<file path="src/tte_pkg.sv">
`timescale 1ns / 1ps
`default_nettype none
// Shared types and constants for the text terminal escape parser.
// No dependencies; imported by every module of the block.
package tte_pkg;

	localparam int QUEUE_DEPTH = 4;
	localparam int QPTR_W      = $clog2(QUEUE_DEPTH);
	localparam int QCNT_W      = $clog2(QUEUE_DEPTH + 1);
	localparam int RUN_W       = 3;

	typedef enum logic [1:0] {
		MODE_DATA = 2'd0,
		MODE_ESC  = 2'd1,
		MODE_CSI  = 2'd2
	} mode_t;

	typedef enum logic [3:0] {
		ACT_DRAW     = 4'd0,
		ACT_SCROLL   = 4'd1,
		ACT_CLEAR    = 4'd2,
		ACT_BEEP     = 4'd3,
		ACT_SLEEP    = 4'd4,
		ACT_WAKE     = 4'd5,
		ACT_LOGO     = 4'd6,
		ACT_BRIGHT   = 4'd7,
		ACT_PLAY     = 4'd8,
		ACT_QUEUE    = 4'd9,
		ACT_STANDBY  = 4'd10,
		ACT_GLYPHCOL = 4'd11
	} action_t;

	localparam logic [7:0] CH_BEL   = 8'h07;
	localparam logic [7:0] CH_BS    = 8'h08;
	localparam logic [7:0] CH_LF    = 8'h0A;
	localparam logic [7:0] CH_FF    = 8'h0C;
	localparam logic [7:0] CH_CR    = 8'h0D;
	localparam logic [7:0] CH_ESC   = 8'h1B;
	localparam logic [7:0] CH_SPACE = 8'h20;
	localparam logic [7:0] CH_NINE  = 8'h39;
	localparam logic [7:0] CH_LBRK  = 8'h5B;
	localparam logic [7:0] CH_B     = 8'h62;
	localparam logic [7:0] CH_C     = 8'h63;
	localparam logic [7:0] CH_L     = 8'h6C;
	localparam logic [7:0] CH_P     = 8'h70;
	localparam logic [7:0] CH_Q     = 8'h71;
	localparam logic [7:0] CH_S     = 8'h73;
	localparam logic [7:0] CH_W     = 8'h77;
	localparam logic [7:0] CH_Z     = 8'h7A;
	localparam logic [7:0] CH_FINAL_LO = 8'h40;
	localparam logic [7:0] CH_FINAL_HI = 8'h7E;
	localparam int GLYPH_COLS = 6;

	// One queued command: act0 first, then act1 for every further item
	typedef struct packed {
		action_t          act0;
		action_t          act1;
		logic [RUN_W-1:0] cnt;
	} cmd_t;

	typedef struct packed {
		logic pop;
		logic more;
	} back_stat_t;

endpackage
`default_nettype wire

</file>
<file path="src/tte_front.sv">
`timescale 1ns / 1ps
`default_nettype none
// Front end: accepts bytes, tracks parse mode, cursor and CSI parameters,
// and turns each byte that yields actions into a queued command. Depends on tte_pkg.
module tte_front import tte_pkg::*; #(
	parameter int ESC_BUF_SIZE = 8,
	parameter int TEXT_COLS    = 14,
	parameter int TEXT_ROWS    = 6
) (
	input  wire logic       clk,
	input  wire logic       arst_n,
	input  wire logic       byte_valid,
	input  wire logic [7:0] byte_in,
	input  wire logic       q_full,
	output logic            byte_stall,
	output logic            push,
	output cmd_t            cmd
);

	localparam int CW  = (TEXT_COLS > 2) ? $clog2(TEXT_COLS) : 1;
	localparam int RW  = (TEXT_ROWS > 2) ? $clog2(TEXT_ROWS) : 1;
	localparam int DCW = (ESC_BUF_SIZE > 2) ? $clog2(ESC_BUF_SIZE) : 1;

	mode_t           mode_q, mode_d;
	logic [RW-1:0]   row_q, row_d;
	logic [CW-1:0]   col_q, col_d;
	logic [15:0]     acc_q, acc_d;
	logic [DCW-1:0]  dcnt_q, dcnt_d;
	logic            stop_q, stop_d;
	logic [1:0]      pcnt_q, pcnt_d;
	logic [15:0]     slot0_q, slot0_d;
	logic [15:0]     slot1_q, slot1_d;
	logic [15:0]     p0, p1;
	logic            accept;
	logic            is_param, is_final, last_row;

	assign byte_stall = q_full;
	assign accept     = byte_valid && !q_full;
	assign is_param   = (byte_in[7:4] == 4'h3);
	assign is_final   = (byte_in >= CH_FINAL_LO) && (byte_in <= CH_FINAL_HI);
	assign last_row   = (row_q == RW'(TEXT_ROWS - 1));
	// parameter values as they stand after the current one is closed
	assign p0 = (pcnt_q == 2'd0) ? acc_q : slot0_q;
	assign p1 = (pcnt_q == 2'd1) ? acc_q : slot1_q;
	assign push = accept && (cmd.cnt != '0);

	always_comb begin
		mode_d = mode_q;
		unique case (mode_q)
			MODE_DATA: begin
				if (byte_in == CH_ESC) mode_d = MODE_ESC;
			end
			MODE_ESC: begin
				mode_d = (byte_in == CH_LBRK) ? MODE_CSI : MODE_DATA;
			end
			MODE_CSI: begin
				if (!is_param && is_final) mode_d = MODE_DATA;
			end
			default: mode_d = MODE_DATA;
		endcase
	end

	always_comb begin
		row_d   = row_q;
		col_d   = col_q;
		acc_d   = acc_q;
		dcnt_d  = dcnt_q;
		stop_d  = stop_q;
		pcnt_d  = pcnt_q;
		slot0_d = slot0_q;
		slot1_d = slot1_q;
		cmd.act0 = ACT_DRAW;
		cmd.act1 = ACT_SCROLL;
		cmd.cnt  = '0;
		unique case (mode_q)
			MODE_DATA: begin
				if (byte_in == CH_BEL) begin
					cmd.act0 = ACT_BEEP;
					cmd.cnt  = RUN_W'(1);
				end else if (byte_in == CH_BS) begin
					if (row_q != '0 || col_q != '0) begin
						if (col_q != '0) col_d = col_q - 1'b1;
						else row_d = row_q - 1'b1;
						cmd.cnt = RUN_W'(1);
					end
				end else if (byte_in == CH_LF) begin
					col_d = '0;
					if (last_row) begin
						cmd.act0 = ACT_SCROLL;
						cmd.cnt  = RUN_W'(1);
					end else begin
						row_d = row_q + 1'b1;
					end
				end else if (byte_in == CH_FF) begin
					cmd.act0 = ACT_CLEAR;
					cmd.cnt  = RUN_W'(1);
					row_d    = '0;
					col_d    = '0;
				end else if (byte_in == CH_CR) begin
					col_d = '0;
				end else if (byte_in >= CH_SPACE) begin
					cmd.cnt = RUN_W'(1);
					if (col_q == CW'(TEXT_COLS - 1)) begin
						col_d = '0;
						if (last_row) cmd.cnt = RUN_W'(2);
						else row_d = row_q + 1'b1;
					end else begin
						col_d = col_q + 1'b1;
					end
				end
			end
			MODE_ESC: begin
				if (byte_in == CH_LBRK) begin
					acc_d   = '0;
					dcnt_d  = '0;
					stop_d  = 1'b0;
					pcnt_d  = '0;
					slot0_d = '0;
					slot1_d = '0;
				end else if (byte_in == CH_S) begin
					cmd.act0 = ACT_SLEEP;
					cmd.cnt  = RUN_W'(1);
				end else if (byte_in == CH_W) begin
					cmd.act0 = ACT_WAKE;
					cmd.cnt  = RUN_W'(1);
				end else if (byte_in == CH_L) begin
					cmd.act0 = ACT_LOGO;
					cmd.cnt  = RUN_W'(1);
				end
			end
			MODE_CSI: begin
				if (is_param) begin
					if (dcnt_q < DCW'(ESC_BUF_SIZE - 1)) begin
						dcnt_d = dcnt_q + 1'b1;
						if (!stop_q && byte_in <= CH_NINE)
							acc_d = (acc_q << 3) + (acc_q << 1) + {12'd0, byte_in[3:0]};
						else
							stop_d = 1'b1;
					end
				end else begin
					if (pcnt_q == 2'd0) begin
						slot0_d = acc_q;
						pcnt_d  = 2'd1;
					end else if (pcnt_q == 2'd1) begin
						slot1_d = acc_q;
						pcnt_d  = 2'd2;
					end
					acc_d  = '0;
					dcnt_d = '0;
					stop_d = 1'b0;
					if (is_final) begin
						if (byte_in == CH_B) begin
							cmd.act0 = ACT_BRIGHT;
							cmd.cnt  = RUN_W'(1);
						end else if (byte_in == CH_P) begin
							cmd.act0 = ACT_PLAY;
							cmd.cnt  = RUN_W'(1);
						end else if (byte_in == CH_Q) begin
							cmd.act0 = ACT_QUEUE;
							cmd.cnt  = RUN_W'(1);
						end else if (byte_in == CH_S) begin
							cmd.act0 = ACT_STANDBY;
							cmd.cnt  = RUN_W'(1);
						end else if (byte_in == CH_C) begin
							if (p0[7]) begin
								cmd.act0 = ACT_GLYPHCOL;
								cmd.act1 = ACT_GLYPHCOL;
								cmd.cnt  = RUN_W'(GLYPH_COLS);
							end
						end else if (byte_in == CH_Z) begin
							col_d = (p0 >= 16'(TEXT_COLS)) ? CW'(TEXT_COLS - 1) : p0[CW-1:0];
							row_d = (p1 >= 16'(TEXT_ROWS)) ? RW'(TEXT_ROWS - 1) : p1[RW-1:0];
						end
					end
				end
			end
			default: ;
		endcase
	end

	always_ff @(posedge clk or negedge arst_n) begin
		if (!arst_n) begin
			mode_q  <= MODE_DATA;
			row_q   <= '0;
			col_q   <= '0;
			acc_q   <= '0;
			dcnt_q  <= '0;
			stop_q  <= 1'b0;
			pcnt_q  <= '0;
			slot0_q <= '0;
			slot1_q <= '0;
		end else if (accept) begin
			mode_q  <= mode_d;
			row_q   <= row_d;
			col_q   <= col_d;
			acc_q   <= acc_d;
			dcnt_q  <= dcnt_d;
			stop_q  <= stop_d;
			pcnt_q  <= pcnt_d;
			slot0_q <= slot0_d;
			slot1_q <= slot1_d;
		end
	end

endmodule
`default_nettype wire

</file>
<file path="src/tte_queue.sv">
`timescale 1ns / 1ps
`default_nettype none
// Short command queue between front end and back end.
// Depends on tte_pkg.
module tte_queue import tte_pkg::*; (
	input  wire logic        clk,
	input  wire logic        arst_n,
	input  wire logic        push,
	input  wire cmd_t        wr_cmd,
	input  wire logic        pop,
	output cmd_t             rd_cmd,
	output logic             full,
	output logic             empty,
	output logic [QCNT_W-1:0] count
);

	cmd_t              mem_q [QUEUE_DEPTH];
	logic [QPTR_W-1:0] wp_q, rp_q;
	logic [QCNT_W-1:0] cnt_q;

	assign full   = (cnt_q == QCNT_W'(QUEUE_DEPTH));
	assign empty  = (cnt_q == '0);
	assign count  = cnt_q;
	assign rd_cmd = mem_q[rp_q];

	always_ff @(posedge clk) begin
		if (push) mem_q[wp_q] <= wr_cmd;
	end

	always_ff @(posedge clk or negedge arst_n) begin
		if (!arst_n) begin
			wp_q  <= '0;
			rp_q  <= '0;
			cnt_q <= '0;
		end else begin
			if (push) wp_q <= wp_q + 1'b1;
			if (pop) rp_q <= rp_q + 1'b1;
			if (push && !pop) cnt_q <= cnt_q + 1'b1;
			else if (pop && !push) cnt_q <= cnt_q - 1'b1;
		end
	end

endmodule
`default_nettype wire

</file>
<file path="src/tte_back.sv">
`timescale 1ns / 1ps
`default_nettype none
// Back end: expands queued commands into single action items through
// an output register. Depends on tte_pkg.
module tte_back import tte_pkg::*; (
	input  wire logic clk,
	input  wire logic arst_n,
	input  wire cmd_t head,
	input  wire logic q_empty,
	input  wire logic action_stall,
	output logic      action_valid,
	output logic [3:0] action,
	output back_stat_t stat
);

	logic             vld_q;
	action_t          act_q;
	action_t          act1_q;
	logic [RUN_W-1:0] rem_q;
	logic             adv;

	assign adv          = !vld_q || !action_stall;
	assign stat.more    = (rem_q != '0);
	assign stat.pop     = adv && !stat.more && !q_empty;
	assign action_valid = vld_q;
	assign action       = act_q;

	always_ff @(posedge clk) begin
		if (stat.pop) begin
			act_q  <= head.act0;
			act1_q <= head.act1;
		end else if (adv && stat.more) begin
			act_q <= act1_q;
		end
	end

	always_ff @(posedge clk or negedge arst_n) begin
		if (!arst_n) begin
			vld_q <= 1'b0;
			rem_q <= '0;
		end else if (adv) begin
			if (stat.more) begin
				vld_q <= 1'b1;
				rem_q <= rem_q - 1'b1;
			end else if (!q_empty) begin
				vld_q <= 1'b1;
				rem_q <= head.cnt - 1'b1;
			end else begin
				vld_q <= 1'b0;
			end
		end
	end

endmodule
`default_nettype wire

</file>
<file path="src/text_terminal_escape_parser.sv">
`timescale 1ns / 1ps
`default_nettype none
// Text terminal escape parser: one byte in per cycle, display actions out.
// Instantiates tte_front, tte_queue and tte_back; depends on tte_pkg.
//
// Takes one byte per clock when byte_stall is low and emits one action per
// clock when action_stall is low. Each byte updates parse state and cursor
// in the cycle it is taken; its actions (none, one, two for draw plus
// scroll, six for a glyph definition) go through a four-entry command queue
// and appear one per cycle, while action_stall is low, from the output
// register. byte_stall rises only when the queue is full, so sustained input
// runs at one byte per cycle unless a downstream stall or a run of bytes with
// more than one action (line wraps that scroll, glyph definitions) holds the
// output back.
module text_terminal_escape_parser import tte_pkg::*; #(
	parameter int ESC_BUF_SIZE = 8,
	parameter int TEXT_COLS    = 14,
	parameter int TEXT_ROWS    = 6
) (
	input  wire logic       clk,
	input  wire logic       arst_n,
	input  wire logic       byte_valid,
	output logic            byte_stall,
	input  wire logic [7:0] byte_in,
	output logic            action_valid,
	input  wire logic       action_stall,
	output logic [3:0]      action
);

	cmd_t              wr_cmd, head;
	logic              push, q_full, q_empty;
	logic [QCNT_W-1:0] q_count;
	back_stat_t        bk_stat;

	tte_front #(
		.ESC_BUF_SIZE(ESC_BUF_SIZE),
		.TEXT_COLS   (TEXT_COLS),
		.TEXT_ROWS   (TEXT_ROWS)
	) u_front (
		.clk       (clk),
		.arst_n    (arst_n),
		.byte_valid(byte_valid),
		.byte_in   (byte_in),
		.q_full    (q_full),
		.byte_stall(byte_stall),
		.push      (push),
		.cmd       (wr_cmd)
	);

	tte_queue u_queue (
		.clk   (clk),
		.arst_n(arst_n),
		.push  (push),
		.wr_cmd(wr_cmd),
		.pop   (bk_stat.pop),
		.rd_cmd(head),
		.full  (q_full),
		.empty (q_empty),
		.count (q_count)
	);

	tte_back u_back (
		.clk         (clk),
		.arst_n      (arst_n),
		.head        (head),
		.q_empty     (q_empty),
		.action_stall(action_stall),
		.action_valid(action_valid),
		.action      (action),
		.stat        (bk_stat)
	);

	a_count_range: assert property (@(posedge clk) disable iff (!arst_n)
		q_count <= QCNT_W'(QUEUE_DEPTH))
		else $error("command queue count out of range");

	a_action_range: assert property (@(posedge clk) disable iff (!arst_n)
		action_valid |-> (action <= 4'(ACT_GLYPHCOL)))
		else $error("undefined action code");

	a_drain_idle: assert property (@(posedge clk) disable iff (!arst_n)
		(action_valid && !action_stall && !bk_stat.more && q_empty) |=> !action_valid)
		else $error("action item without a queued command");

	a_pop_nonempty: assert property (@(posedge clk) disable iff (!arst_n)
		bk_stat.pop |-> (!q_empty && !bk_stat.more))
		else $error("queue popped while empty or during a run");

endmodule
`default_nettype wire

</file>
<file path="config.mk">
export PLATFORM = sky130hd
export DESIGN_NAME = text_terminal_escape_parser
export DESIGN_NICKNAME = d
export VERILOG_FILES = /design/src/tte_pkg.sv /design/src/tte_front.sv /design/src/tte_queue.sv /design/src/tte_back.sv /design/src/text_terminal_escape_parser.sv
export SDC_FILE = /design/constraint.sdc
export NUM_CORES = 1
export LEC_CHECK = 0
export BUFFER_PORTS_ARGS = -buffer_cell sky130_fd_sc_hd__clkbuf_2
export CAP_MARGIN = 20
export CORE_MARGIN = 5
export CORE_UTILIZATION = 57
export CTS_BUF_LIST = sky130_fd_sc_hd__clkbuf_4 sky130_fd_sc_hd__clkbuf_8 sky130_fd_sc_hd__clkbuf_16
export CTS_CLUSTER_DIAMETER = 120
export DETAILED_ROUTE_END_ITERATION = 10
export HOLD_SLACK_MARGIN = 0.12
export PLACE_DENSITY_LB_ADDON = 0.15
export SLEW_MARGIN = 40
export SYNTH_ARGS = -nofsm -noshare
export SYNTH_HDL_FRONTEND = slang
export SYNTH_SLANG_ARGS = --single-unit
</file>
<file path="constraint.sdc">
create_clock -name clk -period 2.8 [get_ports clk]
set_input_delay 0.56 -clock clk [delete_from_list [all_inputs] [get_ports clk]]
set_output_delay 0.56 -clock clk [all_outputs]
set_load 0.005 [all_outputs]
</file>
## Word level (Yosys, flattened, before mapping)

Memories as Yosys holds them, arrays and structs flattened.
Cells that the tools add are included.

- $add $sub $neg: 13
- $lt $le $gt $ge: 7
- Eq/ne operators: 47
- Multiplexer cells: 121
- Reductions and logical operators: 42

Operator list:

| kind | number |
|---|---|
| $mux 16 | 9 |
| $mux 4 | 35 |
| $mux 3 | 41 |
| $pmux 16 s2 | 3 |
| $eq 8x7->1 const B | 9 |
| $mux 11 | 4 |
| $eq 8x4->1 const B | 4 |
| $reduce_and 5->1 | 4 |
| $mux 2 | 9 |
| $ne 2x2->1 const B | 9 |
| $ne 3x3->1 const B | 6 |
| $add 16x16->16 | 1 |
| $add 16x4->16 | 1 |
| $ge 16x3->1 const B | 1 |
| $ge 16x4->1 const B | 1 |
| $reduce_and 16->1 | 1 |
| $reduce_and 14->1 | 1 |
| $mux 1 | 12 |
| $pmux 3 s2 | 2 |
| $pmux 4 s3 | 1 |
| $sub 3x1->3 const B | 4 |
| $logic_and 1x1->1 | 10 |
| $ne 2x1->1 const B | 5 |
| $ne 5x1->1 const B | 2 |
| 34 further kinds | 55 |

- Register bits: 82
- Memory bits (writable): 44
- Bits of input ports: 12
- Output and inout bits: 6
- Logic and storage cells: 247
- Memories kept: 1

Memories:

| memory | depth | width | rd ports | clocked after memory_dff | write ports | RTL line | text |
|---|---|---|---|---|---|---|---|
| u_queue.mem_q | 4 | 11 | 1 | 0 | 1 | tte_queue.sv:17 | `cmd_t mem_q [QUEUE_DEPTH];` |

## Longest topological paths before layout

- Word-level depth: 17
- Gate-level depth with buffers: 13
- Mapped depth without buffers: 13

## By module

From an unflattened synthesis, not the netlist that was laid out.

- Cell total of the unflattened synthesis: 613
- Area total of the unflattened synthesis: 7130.6 sq um

Modules (own cells, without submodules):

| module | times used | cells an instance | area an instance (sq um) | seq. area each (sq um) |
|---|---|---|---|---|
| tte_front | 1 | 482 | 4585.6 | 1576.5 |
| tte_queue | 1 | 91 | 1986.9 | 1496.4 |
| tte_back | 1 | 40 | 558.0 | 340.3 |

## Worst setup path after synthesis

OpenSTA, ideal clock, no wires.

- Path kind: in2reg
- From: in byte_in[2]
- To: reg u_queue.cnt_q[2] (netlist: u_queue.count[2])
- Setup time: 0.079 ns
- Data arrival time: 3.093 ns
- Required time: 2.721 ns
- Slack: -0.373 ns
- Cell stages on the path: 12
- Buffers on the path: 1
- Cells stage by stage: buf_2 > nor4b_4 > nand2_1 > nor4_2 > a31oi_1 > a2111oi_4 > ha_1 > inv_1 > fa_1 > xor2_1 > nor2_1 > xor2_1

- Longest elaborated chain between the ends: 14
- Elaborated cells between the ends (all ways): 42
- Those cells by class: order compare (3); eq/ne (13); mux (19); reduce/logical (7)

RTL lines:

| what | RTL line | text |
|---|---|---|
| start, declared | text_terminal_escape_parser.sv:24 | `input wire logic [7:0] byte_in,` |
| parallel branches: the longest is 8 deep, another holds $ge 8x6->1 | -- |  |
| $pmux 3 s3 * | tte_front.sv:75 | `unique case (mode_q)` |
| $reduce_bool 3->1 * | tte_front.sv:45 | `assign push = accept && (cmd.cnt != '0);` |
| $logic_and 1x1->1 * | tte_front.sv:45 |  |
| net push | text_terminal_escape_parser.sv:31 | `logic push, q_full, q_empty;` |
| $logic_not 1->1 | tte_queue.sv:39 | `else if (pop && !push) cnt_q <= cnt_q - 1'b1;` |
| $logic_and 1x1->1 | tte_queue.sv:39 |  |
| $reduce_bool 2->1 (no source line) | -- |  |
| end signal, assigned | tte_queue.sv:38 | `if (push && !pop) cnt_q <= cnt_q + 1'b1;` |
| end signal, assigned | tte_queue.sv:39 |  |
| end, declared | tte_queue.sv:19 | `logic [QCNT_W-1:0] cnt_q;` |

Mark *: on every way through the listed nets, which the timed path passes.
A chain may end at the register's enable or synchronous reset.

## Worst setup path after layout

- From: reg u_front.col_q[1]
- To: reg u_queue.cnt_q[1] (netlist: u_queue.count[1])

- Longest elaborated chain between the ends: 14
- Elaborated cells between the ends (all ways): 19
- Those cells by class: eq/ne (1); mux (10); reduce/logical (8)

RTL lines:

| what | RTL line | text |
|---|---|---|
| start, declared | tte_front.sv:26 | `logic [CW-1:0] col_q, col_d;` |
| start signal, assigned | tte_front.sv:195 | `col_q <= col_d;` |
| $eq 4x4->1 | tte_front.sv:103 | `if (col_q == CW'(TEXT_COLS - 1)) begin` |
| $mux 3 | tte_front.sv:103 |  |
| $mux 3 | tte_front.sv:101 | `end else if (byte_in >= CH_SPACE) begin` |
| $mux 3 | tte_front.sv:99 | `end else if (byte_in == CH_CR) begin` |
| $mux 3 | tte_front.sv:94 | `end else if (byte_in == CH_FF) begin` |
| $mux 3 | tte_front.sv:86 | `end else if (byte_in == CH_LF) begin` |
| $mux 3 * | tte_front.sv:80 | `end else if (byte_in == CH_BS) begin` |
| $mux 3 * | tte_front.sv:77 | `if (byte_in == CH_BEL) begin` |
| $pmux 3 s3 * | tte_front.sv:75 |  |
| $reduce_bool 3->1 * | tte_front.sv:45 |  |
| $logic_and 1x1->1 * | tte_front.sv:45 |  |
| net push | text_terminal_escape_parser.sv:31 |  |
| $logic_not 1->1 | tte_queue.sv:39 |  |
| $logic_and 1x1->1 | tte_queue.sv:39 |  |
| $reduce_bool 2->1 (no source line) | -- |  |

Mark *: on every way through the listed nets, which the timed path passes. The rest lies on a longest branch.

==> results by stage <==
Logic synthesis:
- Of all cell types, the one taking the most synthesized area is sky130_fd_sc_hd__dfrtp_1.
- The top flip-flop cell by instance count after synthesis is sky130_fd_sc_hd__dfrtp_1.
- The mapped netlist covers 6669 µm².
- The number of different library cells used by synthesis comes to approximately 80.
- Yosys attributes the largest share of cell area to sky130_fd_sc_hd__dfrtp_1, sky130_fd_sc_hd__edfxtp_1, sky130_fd_sc_hd__ha_1, sky130_fd_sc_hd__nand2_1, sky130_fd_sc_hd__a22oi_1.
- The mean area per synthesized cell is slightly above 10 µm².
- In this run the biggest area consumer among cell types represents about 28% of the synthesized area.
- Counting every net in the synthesized netlist gives 703.
- The number of flops mapped to enable cells by yosys is 37.
- Synthesis inferred 111 register bits.
- The share of synthesized area occupied by flip-flops and latches is 44.43%.
- Counting every instance in the synthesized netlist gives 644.
- The share of synthesized registers carrying an async set or reset is 66.67%.
- The count of warnings emitted by yosys is 0.

Setup path:
- STA puts the critical path data required time at 3.05 ns.
- The setup check on the worst reg-to-reg path leaves a slack of -0.002 ns.
- The worst setup path is captured at a flip-flop.
- The startpoint of the worst-slack reg-to-reg timing path is u_front.col_q[1].
- The maximum fanout encountered on the critical timing path is 3.
- By startpoint and endpoint, the worst setup path is classified as reg2reg.
- The type of origin of the critical path is a flip-flop.
- The worst reg2reg path depth is 11.
- The terminus of the critical flop-to-flop path is u_queue.count[1].
- Data on the critical path arrives at its endpoint at 3.05 ns.

Run:
- Max-cap violations in this run came to 0.

Layout:
- The area growth from synthesis to layout is 21.33%.
- The post-layout instance count excluding filler cells is 895.
- In the layout the commonest cells are sky130_fd_sc_hd__buf_4, sky130_fd_sc_hd__dfrtp_1, sky130_fd_sc_hd__nand2_1.
- The post-route netlist has 26.86% of its cells at a drive strength greater than 1.
- The final design instance area without fill is 8092 µm².
- The final antenna diode count is 0.
- The number of nets in the final layout is 806.
- The most common library cell in the layout ignoring fill and taps is sky130_fd_sc_hd__buf_4.

Timing:
- Setup slack on the critical path of the routed design comes to -0.001667 ns.
- The final max-slew violation count is 0.
- At the pin with the least slew margin, the transition time is 0.6988 ns.
- The worst hold margin is ~0.19 ns.
- Measured against its own limit, the worst slew margin works out to 53.41%.
- Setup violations remaining at the end of the flow were counted as 1.
- Derived from the worst setup path, the maximum achievable clock frequency is 356.9 MHz.
- For the finished layout, the period the worst path requires is 2.802 ns.
- The share of the clock period used by the worst path is 100.1%.
- Setup repair after global routing could not meet its margin everywhere.
- The final count of hold timing violations is 0.
- For the final database, setup skew stands at 0.01078 ns.
- The sum of negative setup slack is -0.001667 ns.

GRT:
- The via count of the first global-routing pass is 5,445.
- The number of antenna violations at the first check in global routing came to 0.
- Entering global routing, the biggest net connects 41 pins.
- The global-route congestion overflow total is 0.
- For this run, the total global-route usage over all layers was measured as roughly 24%.
- The first global-routing pass estimated ~28,000 µm of wire.

Placed design:
- The half-perimeter wire length of the detailed placement result is 12,030 µm.
- During placement, the flow inserted port buffers numbering 17.
- The weighted congestion reported at the end of routability-driven placement is approximately 0.9.
- The post-place instance area is 7548 µm².
- After detailed placement, the design holds a cell count of 861.

Die:
- After floorplanning, the core was divided into 39 placement rows.
- The chip height is around 120 µm.
- The width of the die is ~120 µm.
- The die covers 13,960 µm².
- The floorplan core area is 11,470 µm².
- 18 I/O pins were placed.
- Once the floorplan was initialized, standard cells occupied 58.16% of the core.

Power:
- For this design the ratio of total power to cell area is 692.4 nW/µm².
- The standby leakage power is 3.490 nW.
- The total power consumption of the routed design is 5.603 mW.
- VDD sags by at most just under 600 µV.

CTS:
- TritonCTS built the clock tree.
- After clock tree synthesis, the clock-pin slew on the worst setup and hold paths is 0.08 ns.
- CTS placed an instance of sky130_fd_sc_hd__clkbuf_16 at the clock tree root.
- TritonCTS created 9 clock buffers.
- The tree built by TritonCTS fans out to 111 sinks.
- The H-tree generated during clock tree synthesis spans 3 levels.
- No sink is reached through more buffers than the 2 on the longest clock path.
- At the later pin of the worst-skew pair, clock insertion delay measures 0.36 ns.

Routing:
- The average vias per placed instance is between 6 and 7.
- The first TritonRoute pass finished after 4 iterations.
- The total vias in the final route is 5,477.
- The routed design has 16,680 µm of wire.
- The number of routed nets with antenna violations is 0.
- The remaining routing DRC violations is 0.
- After detailed routing, the average wire length per cell comes to 18.63 µm.
- The DRC marker count from the first detailed-route iteration is 398.

Outcome:
- The final reports fail on setup timing.
- The flow ran to the end, but the final reports show violations.

Worst hold path:
- The type of the most critical hold path is in2async.
-- area by class of cell --
cell class / count / area (µm²)
Clock buffer: 9 / 225.2
Multi-Input combinational cell: 479 / 3590
Clock inverter: 7 / 75.07
Timing Repair Buffer: 123 / 973.4
Fill cell: 818 / 3376
Tap cell: 143 / 178.9
Inverter: 23 / 86.33
Sequential cell: 111 / 2963
-- power breakdown --
part	total (mW)	leakage, nW	internal (mW)	switching, mW
clock network	1.30	0.144	0.632	0.666
registers	2.15	1.32	1.94	0.214
logic	2.15	2.02	1.11	1.05
total	5.60	3.49	3.67	1.93
-- cells by family after synthesis --
group                      synth area share [%]
adders and majority gates                 9.156
and+or+nand+nor                           16.96
xor gates and xnor gates                  2.364
AOI/OAI and AO/OA                         18.57
muxes                                     4.878
DFF                                       44.43
buffers and inverters                     3.640
-- timing repair --
action                                 4_1_cts  5_1_grt
pin swaps                                    7       10
setup endpoints to repair                    3       25
hold buffers                                 0        0
resized for setup                           13       13
buffers inserted                            12        6
gates cloned                                 0        0
endpoints found under the hold margin        0        0
-- worst max path at each step --
| stage | start | end | slack (ns) |
|---|---|---|---|
| floorplan | byte_in[5] | u_queue.count[2] | -0.30 |
| finish | u_front.col_q[1] | u_queue.count[1] | -0.002 |
| global route | u_front.row_q[1] | u_queue.count[2] | -0.14 |
| global placement | byte_in[3] | u_front.acc_q[15] | -0.32 |
| detailed placement | byte_in[3] | u_queue.count[2] | -0.44 |
| CTS | u_front.row_q[1] | u_queue.count[2] | -0.05 |
-- per-layer routing --
metal	GRT usage (%)	vias up	routed length, µm
li1	-	2615	-
met1	35.55	2727	7849
met2	37.97	120	7921
met3	4.632	15	702
met4	4.875	0	201
met5	0	-	0
-- flip-flops by register name, summed over array words and instances, names as in the netlist, 3 cells and up --
name,flops
u_queue.mem_q,32
u_queue.count,3
u_front.dcnt_q,3
u_front.slot1_q,16
u_front.col_q,4
u_back.rem_q,3
u_front.row_q,3
u_front.acc_q,16
u_back.action,4
u_front.slot0_q,16
-- synth_stat cells, types with 7 or more instances --
cell type and instances:
sky130_fd_sc_hd__mux4_2 8, sky130_fd_sc_hd__clkbuf_1 16, sky130_fd_sc_hd__nand3_1 12, sky130_fd_sc_hd__or3_1 8, sky130_fd_sc_hd__and2_1 7, sky130_fd_sc_hd__nand2_1 71, sky130_fd_sc_hd__nand2b_1 9, sky130_fd_sc_hd__xnor2_1 11
sky130_fd_sc_hd__dfrtp_1 74, sky130_fd_sc_hd__xor2_1 7, sky130_fd_sc_hd__nor2_1 31, sky130_fd_sc_hd__a22oi_1 31, sky130_fd_sc_hd__inv_1 23, sky130_fd_sc_hd__a21oi_1 28, sky130_fd_sc_hd__o21ai_0 46, sky130_fd_sc_hd__ha_1 44
sky130_fd_sc_hd__nand4_1 8, sky130_fd_sc_hd__edfxtp_1 37, sky130_fd_sc_hd__nor4_1 10, sky130_fd_sc_hd__o21ai_1 10, sky130_fd_sc_hd__mux2_2 8, sky130_fd_sc_hd__nor2b_1 7, sky130_fd_sc_hd__nor3_1 12
-- worst max-delay path: stages (launching register included) --
cell and delay, ns:
sky130_fd_sc_hd__dfrtp_1 0.41, sky130_fd_sc_hd__inv_2 0.09, sky130_fd_sc_hd__ha_4 0.14, sky130_fd_sc_hd__or3b_4 0.38, sky130_fd_sc_hd__o31a_1 0.26, sky130_fd_sc_hd__a21oi_2 0.14
sky130_fd_sc_hd__o2111a_2 0.24, sky130_fd_sc_hd__a2111oi_4 0.08, sky130_fd_sc_hd__ha_2 0.20, sky130_fd_sc_hd__inv_2 0.06, sky130_fd_sc_hd__fa_2 0.42, sky130_fd_sc_hd__mux2_4 0.27
-- stage by stage --
step,utilization (%),setup slack [ns]
after floorplan,-,-0.2967
after global placement,65.83,-0.3231
after detailed placement,65.83,-0.4363
after global routing,70.56,-0.1430
after CTS,69.58,-0.05246
final,70.56,-0.001667
Note: power is estimated with default switching activity, not from simulation.
